<file path="src/sv/bwte_pkg.sv">
`timescale 1ns / 1ps
// ----------------------------------------------------------------------------
// bwte_pkg
// Shared constants and types of the block sorting transform encoder.
// ----------------------------------------------------------------------------
package bwte_pkg;

    localparam int BLOCK_SIZE_DEF = 32;

    typedef enum logic [3:0] {
        ST_FILL,
        ST_SORT_INIT,
        ST_CMP_RD,
        ST_CMP_WAIT,
        ST_CMP_EVAL,
        ST_SHIFT,
        ST_PLACE,
        ST_IDX_CMP,
        ST_OUT_IDX,
        ST_OUT_RD,
        ST_OUT_WAIT,
        ST_OUT_SEND
    } t_state;

endpackage

</file>
<file path="src/sv/bwte_if.sv">
`timescale 1ns / 1ps
// ----------------------------------------------------------------------------
// bwte_in_if / bwte_out_if
// Valid/ready channels for the input bytes and the result beats.
// ----------------------------------------------------------------------------
interface bwte_in_if;
    logic       valid;
    logic       ready;
    logic [7:0] in_byte;
    logic       stream_end;
    modport source (output valid, output in_byte, output stream_end, input ready);
    modport sink   (input valid, input in_byte, input stream_end, output ready);
endinterface

interface bwte_out_if;
    logic       valid;
    logic       ready;
    logic [7:0] out_byte;
    logic       is_index;
    logic       block_last;
    modport source (output valid, output out_byte, output is_index, output block_last,
                    input ready);
    modport sink   (input valid, input out_byte, input is_index, input block_last,
                    output ready);
endinterface

</file>
<file path="src/sv/bwte_mem.sv">
`timescale 1ns / 1ps
// ----------------------------------------------------------------------------
// bwte_mem
// Single-write, dual-read synchronous memory with registered read data.
// ----------------------------------------------------------------------------
module bwte_mem #(
    parameter int DEPTH = 32,
    parameter int WIDTH = 8,
    localparam int AW = (DEPTH > 1) ? $clog2(DEPTH) : 1
) (
    input  logic             i_clk,
    input  logic             i_we,
    input  logic [AW-1:0]    i_waddr,
    input  logic [WIDTH-1:0] i_wdata,
    input  logic [AW-1:0]    i_raddr_a,
    input  logic [AW-1:0]    i_raddr_b,
    output logic [WIDTH-1:0] o_rdata_a,
    output logic [WIDTH-1:0] o_rdata_b
);
    logic [WIDTH-1:0] r_mem [DEPTH];

    // write port
    always_ff @(posedge i_clk) begin
        if (i_we) begin
            r_mem[i_waddr] <= i_wdata;
        end
    end

    // registered read ports
    always_ff @(posedge i_clk) begin
        o_rdata_a <= r_mem[i_raddr_a];
        o_rdata_b <= r_mem[i_raddr_b];
    end
endmodule

</file>
<file path="src/sv/bwte_ctrl.sv">
`timescale 1ns / 1ps
// ----------------------------------------------------------------------------
// bwte_ctrl
// Sequencer: fills the block buffer, insertion-sorts the rotations through
// the order memory, counts the primary index and streams out the result.
// ----------------------------------------------------------------------------
module bwte_ctrl
    import bwte_pkg::*;
#(
    parameter int BLOCK_SIZE = BLOCK_SIZE_DEF,
    localparam int AW = $clog2(BLOCK_SIZE),
    localparam int CW = $clog2(BLOCK_SIZE + 1)
) (
    input  logic          i_clk,
    input  logic          i_rst_n,
    bwte_in_if.sink       s_in,
    bwte_out_if.source    m_out
);
    // block buffer memory
    logic          buf_we;
    logic [AW-1:0] buf_waddr, buf_ra, buf_rb;
    logic [7:0]    buf_wdata, buf_da, buf_db;
    // rotation order memory
    logic          ord_we;
    logic [AW-1:0] ord_waddr, ord_ra, ord_rb;
    logic [AW-1:0] ord_wdata, ord_da, ord_db;

    bwte_mem #(.DEPTH(BLOCK_SIZE), .WIDTH(8)) u_buf (
        .i_clk(i_clk), .i_we(buf_we), .i_waddr(buf_waddr), .i_wdata(buf_wdata),
        .i_raddr_a(buf_ra), .i_raddr_b(buf_rb), .o_rdata_a(buf_da), .o_rdata_b(buf_db));
    bwte_mem #(.DEPTH(BLOCK_SIZE), .WIDTH(AW)) u_ord (
        .i_clk(i_clk), .i_we(ord_we), .i_waddr(ord_waddr), .i_wdata(ord_wdata),
        .i_raddr_a(ord_ra), .i_raddr_b(ord_rb), .o_rdata_a(ord_da), .o_rdata_b(ord_db));

    t_state        r_state, n_state;
    logic [CW-1:0] r_fill, n_fill;   // bytes held, later block length
    logic [AW-1:0] r_i, n_i;         // element being inserted / output row
    logic [AW-1:0] r_j, n_j;         // insertion slot
    logic [AW-1:0] r_pa, n_pa;       // left rotation start
    logic [AW-1:0] r_pb, n_pb;       // right rotation start
    logic [AW-1:0] r_k, n_k;         // compare offset
    logic [AW-1:0] r_cnt, n_cnt;     // primary index count
    logic [AW-1:0] r_jm1, n_jm1;     // order entry at j-1
    logic          r_ov, n_ov;
    logic [7:0]    r_ob, n_ob;
    logic          r_oi, n_oi;
    logic          r_ol, n_ol;

    logic [AW-1:0] nm1;
    logic          cmp_last;

    // last index of the block
    assign nm1 = AW'(r_fill - CW'(1));
    assign cmp_last = (r_k == nm1);

    function automatic logic [AW-1:0] wrap_inc(input logic [AW-1:0] v,
                                               input logic [AW-1:0] last);
        wrap_inc = (v == last) ? '0 : AW'(v + AW'(1));
    endfunction

    // state register
    always_ff @(posedge i_clk) begin
        if (!i_rst_n) begin
            r_state <= ST_FILL;
            r_fill  <= '0;
            r_ov    <= 1'b0;
        end else begin
            r_state <= n_state;
            r_fill  <= n_fill;
            r_ov    <= n_ov;
        end
    end

    // datapath registers
    always_ff @(posedge i_clk) begin
        r_i   <= n_i;
        r_j   <= n_j;
        r_pa  <= n_pa;
        r_pb  <= n_pb;
        r_k   <= n_k;
        r_cnt <= n_cnt;
        r_jm1 <= n_jm1;
        r_ob  <= n_ob;
        r_oi  <= n_oi;
        r_ol  <= n_ol;
    end

    // next state and outputs
    always_comb begin
        n_state = r_state;
        n_fill = r_fill;
        n_i = r_i; n_j = r_j; n_pa = r_pa; n_pb = r_pb; n_k = r_k;
        n_cnt = r_cnt; n_jm1 = r_jm1;
        n_ov = r_ov; n_ob = r_ob; n_oi = r_oi; n_ol = r_ol;
        buf_we = 1'b0; buf_waddr = r_fill[AW-1:0]; buf_wdata = s_in.in_byte;
        buf_ra = r_pa; buf_rb = r_pb;
        ord_we = 1'b0; ord_waddr = r_j; ord_wdata = r_i;
        ord_ra = AW'(r_j - AW'(1)); ord_rb = r_i;
        s_in.ready = 1'b0;
        if (m_out.ready) begin
            n_ov = 1'b0;
        end
        case (r_state)
            ST_FILL: begin
                s_in.ready = 1'b1;
                if (s_in.valid) begin
                    buf_we = 1'b1;
                    n_fill = CW'(r_fill + CW'(1));
                    if (s_in.stream_end || (n_fill == CW'(BLOCK_SIZE))) begin
                        n_state = ST_SORT_INIT;
                    end
                end
            end
            ST_SORT_INIT: begin
                // row 0 always starts sorted
                ord_we = 1'b1; ord_waddr = '0; ord_wdata = '0;
                n_i = AW'(1); n_j = AW'(1); n_cnt = '0;
                n_state = (r_fill == CW'(1)) ? ST_OUT_IDX : ST_CMP_RD;
            end
            ST_CMP_RD: begin
                // fetch order[j-1]
                if (r_j == '0) begin
                    n_state = ST_PLACE;
                end else begin
                    n_state = ST_CMP_WAIT;
                end
            end
            ST_CMP_WAIT: begin
                n_jm1 = ord_da;
                n_pa = ord_da; n_pb = r_i; n_k = '0;
                n_state = ST_CMP_EVAL;
                buf_ra = ord_da; buf_rb = r_i;
            end
            ST_CMP_EVAL: begin
                // buffer data for offset k is valid now
                buf_ra = wrap_inc(r_pa, nm1); buf_rb = wrap_inc(r_pb, nm1);
                n_pa = buf_ra; n_pb = buf_rb; n_k = AW'(r_k + AW'(1));
                if (buf_da > buf_db) begin
                    n_state = ST_SHIFT;
                end else if (buf_da < buf_db || cmp_last) begin
                    n_state = ST_PLACE;
                end
            end
            ST_SHIFT: begin
                ord_we = 1'b1; ord_waddr = r_j; ord_wdata = r_jm1;
                n_j = AW'(r_j - AW'(1));
                n_state = ST_CMP_RD;
            end
            ST_PLACE: begin
                ord_we = 1'b1;
                if (r_i == nm1) begin
                    n_i = AW'(1); n_pa = AW'(1); n_pb = '0; n_k = '0;
                    n_state = ST_IDX_CMP;
                    buf_ra = AW'(1); buf_rb = '0;
                end else begin
                    n_i = AW'(r_i + AW'(1)); n_j = AW'(r_i + AW'(1));
                    n_state = ST_CMP_RD;
                end
            end
            ST_IDX_CMP: begin
                // count rotations below rotation 0; one byte a cycle
                buf_ra = wrap_inc(r_pa, nm1); buf_rb = wrap_inc(r_pb, nm1);
                n_pa = buf_ra; n_pb = buf_rb; n_k = AW'(r_k + AW'(1));
                if (buf_da != buf_db || cmp_last) begin
                    if (buf_da < buf_db) begin
                        n_cnt = AW'(r_cnt + AW'(1));
                    end
                    if (r_i == nm1) begin
                        n_state = ST_OUT_IDX;
                    end else begin
                        // start the next rotation; its first bytes arrive next cycle
                        n_i = AW'(r_i + AW'(1));
                        n_pa = AW'(r_i + AW'(1)); n_pb = '0; n_k = '0;
                        buf_ra = AW'(r_i + AW'(1)); buf_rb = '0;
                    end
                end
            end
            ST_OUT_IDX: begin
                if (!r_ov || m_out.ready) begin
                    n_ov = 1'b1; n_ob = 8'(r_cnt); n_oi = 1'b1; n_ol = 1'b0;
                    n_i = '0;
                    n_state = ST_OUT_RD;
                end
            end
            ST_OUT_RD: begin
                ord_rb = r_i;
                n_state = ST_OUT_WAIT;
            end
            ST_OUT_WAIT: begin
                // hold the address so the byte is re-read while the output stalls
                buf_ra = (ord_db == '0) ? nm1 : AW'(ord_db - AW'(1));
                n_pa = buf_ra;
                n_state = ST_OUT_SEND;
            end
            ST_OUT_SEND: begin
                if (!r_ov || m_out.ready) begin
                    n_ov = 1'b1; n_ob = buf_da; n_oi = 1'b0; n_ol = (r_i == nm1);
                    if (r_i == nm1) begin
                        n_fill = '0;
                        n_state = ST_FILL;
                    end else begin
                        n_i = AW'(r_i + AW'(1));
                        n_state = ST_OUT_RD;
                    end
                end
            end
            default: n_state = ST_FILL;
        endcase
    end

    assign m_out.valid      = r_ov;
    assign m_out.out_byte   = r_ob;
    assign m_out.is_index   = r_oi;
    assign m_out.block_last = r_ol;

`ifndef SYNTHESIS
    a_fill_range: assert property (@(posedge i_clk) disable iff (!i_rst_n)
        r_fill <= CW'(BLOCK_SIZE)) else $error("fill count beyond block size");
    a_no_accept_busy: assert property (@(posedge i_clk) disable iff (!i_rst_n)
        (r_state != ST_FILL) |-> !s_in.ready) else $error("input taken while busy");
    a_hold_stall: assert property (@(posedge i_clk) disable iff (!i_rst_n)
        (r_ov && !m_out.ready) |=> (r_ov && $stable(r_ob)))
        else $error("result beat lost under stall");
    a_index_not_last: assert property (@(posedge i_clk) disable iff (!i_rst_n)
        (r_ov && r_oi) |-> !r_ol)
        else $error("index beat marked as block end");
`endif
endmodule

</file>
<file path="src/sv/bwt_block_encoder.sv">
`timescale 1ns / 1ps
// ----------------------------------------------------------------------------
// bwt_block_encoder
// Block sorting transform encoder over blocks of up to BLOCK_SIZE bytes.
// ----------------------------------------------------------------------------
// Usage:
//   Input channel: one byte per beat with a stream-end flag. A block closes
//   after BLOCK_SIZE bytes or on a beat with stream_end set.
//   Output channel: per block of n bytes, n+1 beats: first the primary
//   index (is_index set), then the last column in sorted order, with
//   block_last on the final beat.
//   Filling accepts one byte per cycle while the input is valid. The
//   insertion sort runs in the sequencer against the order memory: each
//   rotation compare reads order[j-1], waits for it, then compares one
//   byte per cycle; each shift and each placement is a state of its own.
//   Counting the primary index compares one byte per cycle; the index beat
//   and then each last-column beat (read, wait, send) follow.
//   Input is not accepted while a block is sorted or sent.
//   Reset clears the sequencer and the fill count; memories need no clear.
//   A stalled receiver holds the output register; the sequencer waits.
// ----------------------------------------------------------------------------
module bwt_block_encoder
    import bwte_pkg::*;
#(
    parameter int BLOCK_SIZE = BLOCK_SIZE_DEF
) (
    input  logic       i_clk,
    input  logic       i_rst_n,
    bwte_in_if.sink    s_in,
    bwte_out_if.source m_out
);
    bwte_ctrl #(.BLOCK_SIZE(BLOCK_SIZE)) u_ctrl (
        .i_clk(i_clk), .i_rst_n(i_rst_n), .s_in(s_in), .m_out(m_out));
endmodule

</file>
<file path="src/flat_wrapper.sv">
// flat-port wrapper written by rule: the top's interface ports become plain ports
module bwt_block_encoder_flat import bwte_pkg::*;
#(
    parameter int BLOCK_SIZE = BLOCK_SIZE_DEF
)
  (i_clk, i_rst_n, s_in_valid, s_in_in_byte, s_in_stream_end, s_in_ready, m_out_valid, m_out_out_byte, m_out_is_index, m_out_block_last, m_out_ready);
  bwte_in_if s_in_i ();
  bwte_out_if m_out_i ();
  input  logic i_clk;
  input  logic i_rst_n;
  input wire logic [$bits(s_in_i.valid)-1:0] s_in_valid;
  input wire logic [$bits(s_in_i.in_byte)-1:0] s_in_in_byte;
  input wire logic [$bits(s_in_i.stream_end)-1:0] s_in_stream_end;
  output wire logic [$bits(s_in_i.ready)-1:0] s_in_ready;
  output wire logic [$bits(m_out_i.valid)-1:0] m_out_valid;
  output wire logic [$bits(m_out_i.out_byte)-1:0] m_out_out_byte;
  output wire logic [$bits(m_out_i.is_index)-1:0] m_out_is_index;
  output wire logic [$bits(m_out_i.block_last)-1:0] m_out_block_last;
  input wire logic [$bits(m_out_i.ready)-1:0] m_out_ready;
  assign s_in_i.valid = s_in_valid;
  assign s_in_i.in_byte = s_in_in_byte;
  assign s_in_i.stream_end = s_in_stream_end;
  assign s_in_ready = s_in_i.ready;
  assign m_out_valid = m_out_i.valid;
  assign m_out_out_byte = m_out_i.out_byte;
  assign m_out_is_index = m_out_i.is_index;
  assign m_out_block_last = m_out_i.block_last;
  assign m_out_i.ready = m_out_ready;
  bwt_block_encoder #(.BLOCK_SIZE(BLOCK_SIZE)) u_core (.i_clk(i_clk), .i_rst_n(i_rst_n), .s_in(s_in_i), .m_out(m_out_i));
endmodule
</file>
<file path="config.mk">
export PLATFORM = sky130hd
export DESIGN_NAME = bwt_block_encoder_flat
export DESIGN_NICKNAME = d
export VERILOG_FILES = /design/src/sv/bwte_pkg.sv /design/src/sv/bwte_if.sv /design/src/sv/bwte_mem.sv /design/src/sv/bwte_ctrl.sv /design/src/sv/bwt_block_encoder.sv /design/src/flat_wrapper.sv
export SDC_FILE = /design/constraint.sdc
export NUM_CORES = 1
export LEC_CHECK = 0
export BUFFER_PORTS_ARGS = -buffer_cell sky130_fd_sc_hd__buf_2
export CAP_MARGIN = 25
export CORE_MARGIN = 4
export CORE_UTILIZATION = 50
export CTS_BUF_LIST = sky130_fd_sc_hd__clkbuf_4
export DETAILED_ROUTE_END_ITERATION = 10
export GPL_ROUTABILITY_DRIVEN = 0
export PLACE_DENSITY = 0.65
export SLEW_MARGIN = 20
export SYNTH_ARGS = -nofsm -noshare
export SYNTH_HDL_FRONTEND = slang
export SYNTH_SLANG_ARGS = --single-unit
</file>
<file path="constraint.sdc">
create_clock -name i_clk -period 4.4 [get_ports i_clk]
set_clock_uncertainty 0.15 [all_clocks]
set_input_delay 0.88 -clock i_clk [delete_from_list [all_inputs] [get_ports i_clk]]
set_output_delay 0.88 -clock i_clk [all_outputs]
set_load 0.05 [all_outputs]
</file>
==> impl_metrics.yaml <==
critical_path:
  crit_path_end_kind: "flip-flop"
  startpoint_type: "flip-flop"
  reg2reg_from: "u_core.u_ctrl.r_fill[0]"
  crit_required_ps: 5040
  critPathKind: "flip-flop to flip-flop"
  r2r_end: "u_core.u_ctrl.u_buf.o_rdata_a[6]"
  worstPathArrival_ps: 4910
  crit_path_max_fanout: 38
  r2r_setup_slack_ps: 130
  r2r_cells: 15
logic_synthesis:
  ys_types: 71
  yosysSeqAreaShare_pct: 58.7
  yosys_warnings: 0
  synthSimpleGateAreaFrac_pct: 11.5
  muxShareOfSynthArea_pct: 16.8
  synth-edff-count: 451
  synth_top_family_by_area: "multiplexers"
  synth_ff_type: "edfxtp_1"
  avgSynthCellArea_um2: 13.0
  ys_async_sr_fraction_pct: 0
  synth_nets: 1929
  syn_area_um2: 24700
  synth_compound_area_share_pct: 7.19
  synth_xor_area_share_pct: 1.77
  synthCells: 1895
  ys_ff_latch: 498
  synthAdderAreaFrac_pct: 1.07
global_routing:
  grt_overflow: 0
  grt_pass1_vias: 17000
  grt_pass1_wl_um: 108000
  track_usage_pct: 27.2
  grt_max_degree: 88
  grt_antenna_before_repair: 2
route:
  wl_per_cell_um: 25.9
  avgViaCountPerCell: 6.32
  drcViolationCount: 0
  vias: 17500
  drt_iter0_markers: 2088
  drt_wl_total_um: 72000
  ant_nets: 0
  drtPass1Iterations: 8
floorplan:
  initial_core_util_pct: 50.5
  die_h_um: 230
  dieArea_um2: 53000
  io_pins: 25
  core_um2: 48800
  num_rows: 81
  chipWidth_um: 230
timing:
  finalSetupTns_ps: 0
  period_share_pct: 97.1
  slew_viol_final: 0
  setup_slack_ps: 128
  worst_pin_slew_ps: 922
  grt_setup_unrepaired: "false"
  hold_viol: 0
  max_freq_mhz: 234
  slew_headroom_pct: 38.5
  min_period_ps: 4270
  setup-violations-final: 0
pwr:
  intPower_mw: 10.8
  p_leak_nw: 9.53
  power_frac_comb_pct: 41.7
  ir_drop_mv: 0.497
  p_per_area_nw_per_um2: 654
  seqPwrFrac_pct: 34.1
  p_clk_share_pct: 24.2
  switching_power_mw: 7.18
  swShare_pct: 39.9
clock_tree:
  h-tree-depth: 4
  clk_root_buffer_cell: "clkbuf_4"
  clkLatencyLatePin_ps: 980
  clock_path_buffers: 3
  cts_tree: "yes"
  cts.sinks: 498
  postCtsSetupRepairBufs: 0
  cts.reportedPaths.clkPinSlew_ps: 80
  cts_inserted_buffers: 137
finish:
  drive_above_1_share_pct: 21.5
  n_fill_cell: 4009
  final_cell_mix: "451 x edfxtp_1, 267 x nand2_1, 190 x clkbuf_4"
  final_common_cell: "edfxtp_1"
  fin_util_pct: 56.3
  area_delta_synth_final_pct: 11.5
  layout.nets: 2034
outcome:
  run_status: "completed"
min_path:
  min-delay-path-class: "input port to flip-flop"
  min_to: "u_core.u_ctrl.r_fill[4]"
  hold_start: "i_rst_n"
  hold-path-cell-count: 2
job:
  maxCapViolCount: 0
placement:
  pre_cts_ws_ps: 110
  hpwl_um: 47900
  port_buffers: 24
worst max path at each step:
stage          slack (ps)  cells past startpoint                startpoint                          endpoint
4_1_cts               120                     12   u_core.u_ctrl.r_fill[4]  u_core.u_ctrl.u_buf.o_rdata_a[6]
2_1_floorplan         320                      7  u_core.u_ctrl.r_state[0]  u_core.u_ctrl.u_buf.r_mem[15][0]
3_3_place_gp          140                     15   u_core.u_ctrl.r_fill[0]  u_core.u_ctrl.u_buf.o_rdata_a[6]
6_report              130                     15   u_core.u_ctrl.r_fill[0]  u_core.u_ctrl.u_buf.o_rdata_a[6]
3_5_place_dp          110                     15   u_core.u_ctrl.r_fill[0]  u_core.u_ctrl.u_buf.o_rdata_a[6]
5_1_grt                20                     15   u_core.u_ctrl.r_fill[0]  u_core.u_ctrl.u_buf.o_rdata_a[6]
sequential cells by signal (all words and copies together) (netlist names), 4 cells and up:
name / flops
u_core.u_ctrl.r_pb: 5
u_core.u_ctrl.u_buf.o_rdata_a: 8
u_core.u_ctrl.u_ord.o_rdata_b: 5
u_core.u_ctrl.u_ord.o_rdata_a: 5
u_core.u_ctrl.u_ord.r_mem: 160
u_core.u_ctrl.u_buf.r_mem: 256
u_core.u_ctrl.ord_rb: 5
u_core.u_ctrl.r_fill: 6
u_core.u_ctrl.r_j: 5
u_core.u_ctrl.r_jm1: 5
u_core.u_ctrl.r_k: 5
u_core.u_ctrl.u_buf.o_rdata_b: 8
u_core.u_ctrl.m_out.out_byte: 8
u_core.u_ctrl.r_cnt: 5
u_core.u_ctrl.r_pa: 5
u_core.u_ctrl.r_state: 4
logic make-up (layout without fill, tap and decap cells):
group | count (synthesis) | after routing
buffers and inverters | 162 | 371
xor gates and xnor gates | 42 | 42
adders and majority gates | 21 | 21
DFF | 498 | 498
muxes | 281 | 281
and+or+nand+nor | 628 | 628
other | 0 | 7
AOI/OAI and AO/OA | 263 | 263
synthesized netlist by cell type, types with 12 or more instances:
cell | n | area [µm²]
buf_1 | 19 | 71.3
nor3_1 | 13 | 65.1
a31oi_1 | 24 | 150
a32oi_1 | 12 | 105
ha_1 | 21 | 263
clkbuf_1 | 74 | 278
o21ai_0 | 52 | 260
mux4_2 | 101 | 2270
edfxtp_1 | 451 | 13500
nand3_1 | 118 | 591
inv_1 | 23 | 86.3
o2111ai_1 | 16 | 140
xnor2_1 | 18 | 158
o21a_1 | 14 | 105
a221oi_1 | 16 | 140
and3_1 | 17 | 106
nand4_1 | 36 | 225
mux2_1 | 46 | 518
nor2_1 | 125 | 469
mux2_2 | 15 | 169
nand2_1 | 267 | 1000
dfxtp_1 | 47 | 941
buf_2 | 27 | 135
o21ai_1 | 28 | 140
mux2i_1 | 119 | 1190
xor2_1 | 19 | 166
a21oi_1 | 35 | 175
critical path, stage by stage, from the launching register on:
cell and delay, ps:
dfxtp_1 340, inv_1 70, ha_1 220, buf_4 170, xnor2_1 120, or3b_2 470, a311oi_1 320, or2_2 180
mux2i_1 80, a221o_4 520, buf_6 250, mux2_1 380, nand2_1 60, o21ai_0 130, a32oi_1 340, nand4_1 290
metal layers:
metal  vias up  GRT usage [%]  share of wire, %
met1      8647           37.7                40
met4         0           10.9               3.5
met2      1107           40.2                45
li1       7601              -                 -
met3       172           8.65                12
met5         -              0                 0
per-stage QoR:
| step | instances | power, mW | hold slack, ps | area (µm²) |
|---|---|---|---|---|
| finish | 2775 | 18.0 | 94.5 | 27500 |
| global route | 2775 | 18.8 | 25.4 | 27500 |
| CTS | 2767 | 17.9 | 12.6 | 27500 |
| detailed placement | 2524 | 13.5 | 282 | 25700 |
| global placement | 2522 | 13.4 | 287 | 25700 |
| floorplan | 1895 | 11.1 | 250 | 24700 |
power by group through the flow:
stage	logic (mW)	registers [mW]	clock network, mW
6_report	7.51	6.15	4.35
5_1_grt	7.95	6.17	4.71
4_1_cts	7.34	6.13	4.41
3_5_place_dp	7.31	6.23	0
3_3_place_gp	7.21	6.22	0
2_1_floorplan	4.99	6.06	0
cell type report:
cell class | count | area (µm²) | area share [%]
Tap cell | 664 | 831 | 3.02
Multi-Input combinational cell | 1235 | 9530 | 34.6
Clock inverter | 54 | 389 | 1.41
Timing Repair Buffer | 99 | 744 | 2.71
Clock buffer | 189 | 1420 | 5.16
Antenna cell | 7 | 17.5 | 0.0637
Inverter | 29 | 109 | 0.396
Sequential cell | 498 | 14500 | 52.6
timing repair:
action                     4_1_cts  5_1_grt
hold buffers                     0        0
hold endpoints to repair         0        0
setup endpoints to repair        0        4
resized for setup                0        2
Power figures use the tool's default switching activity.
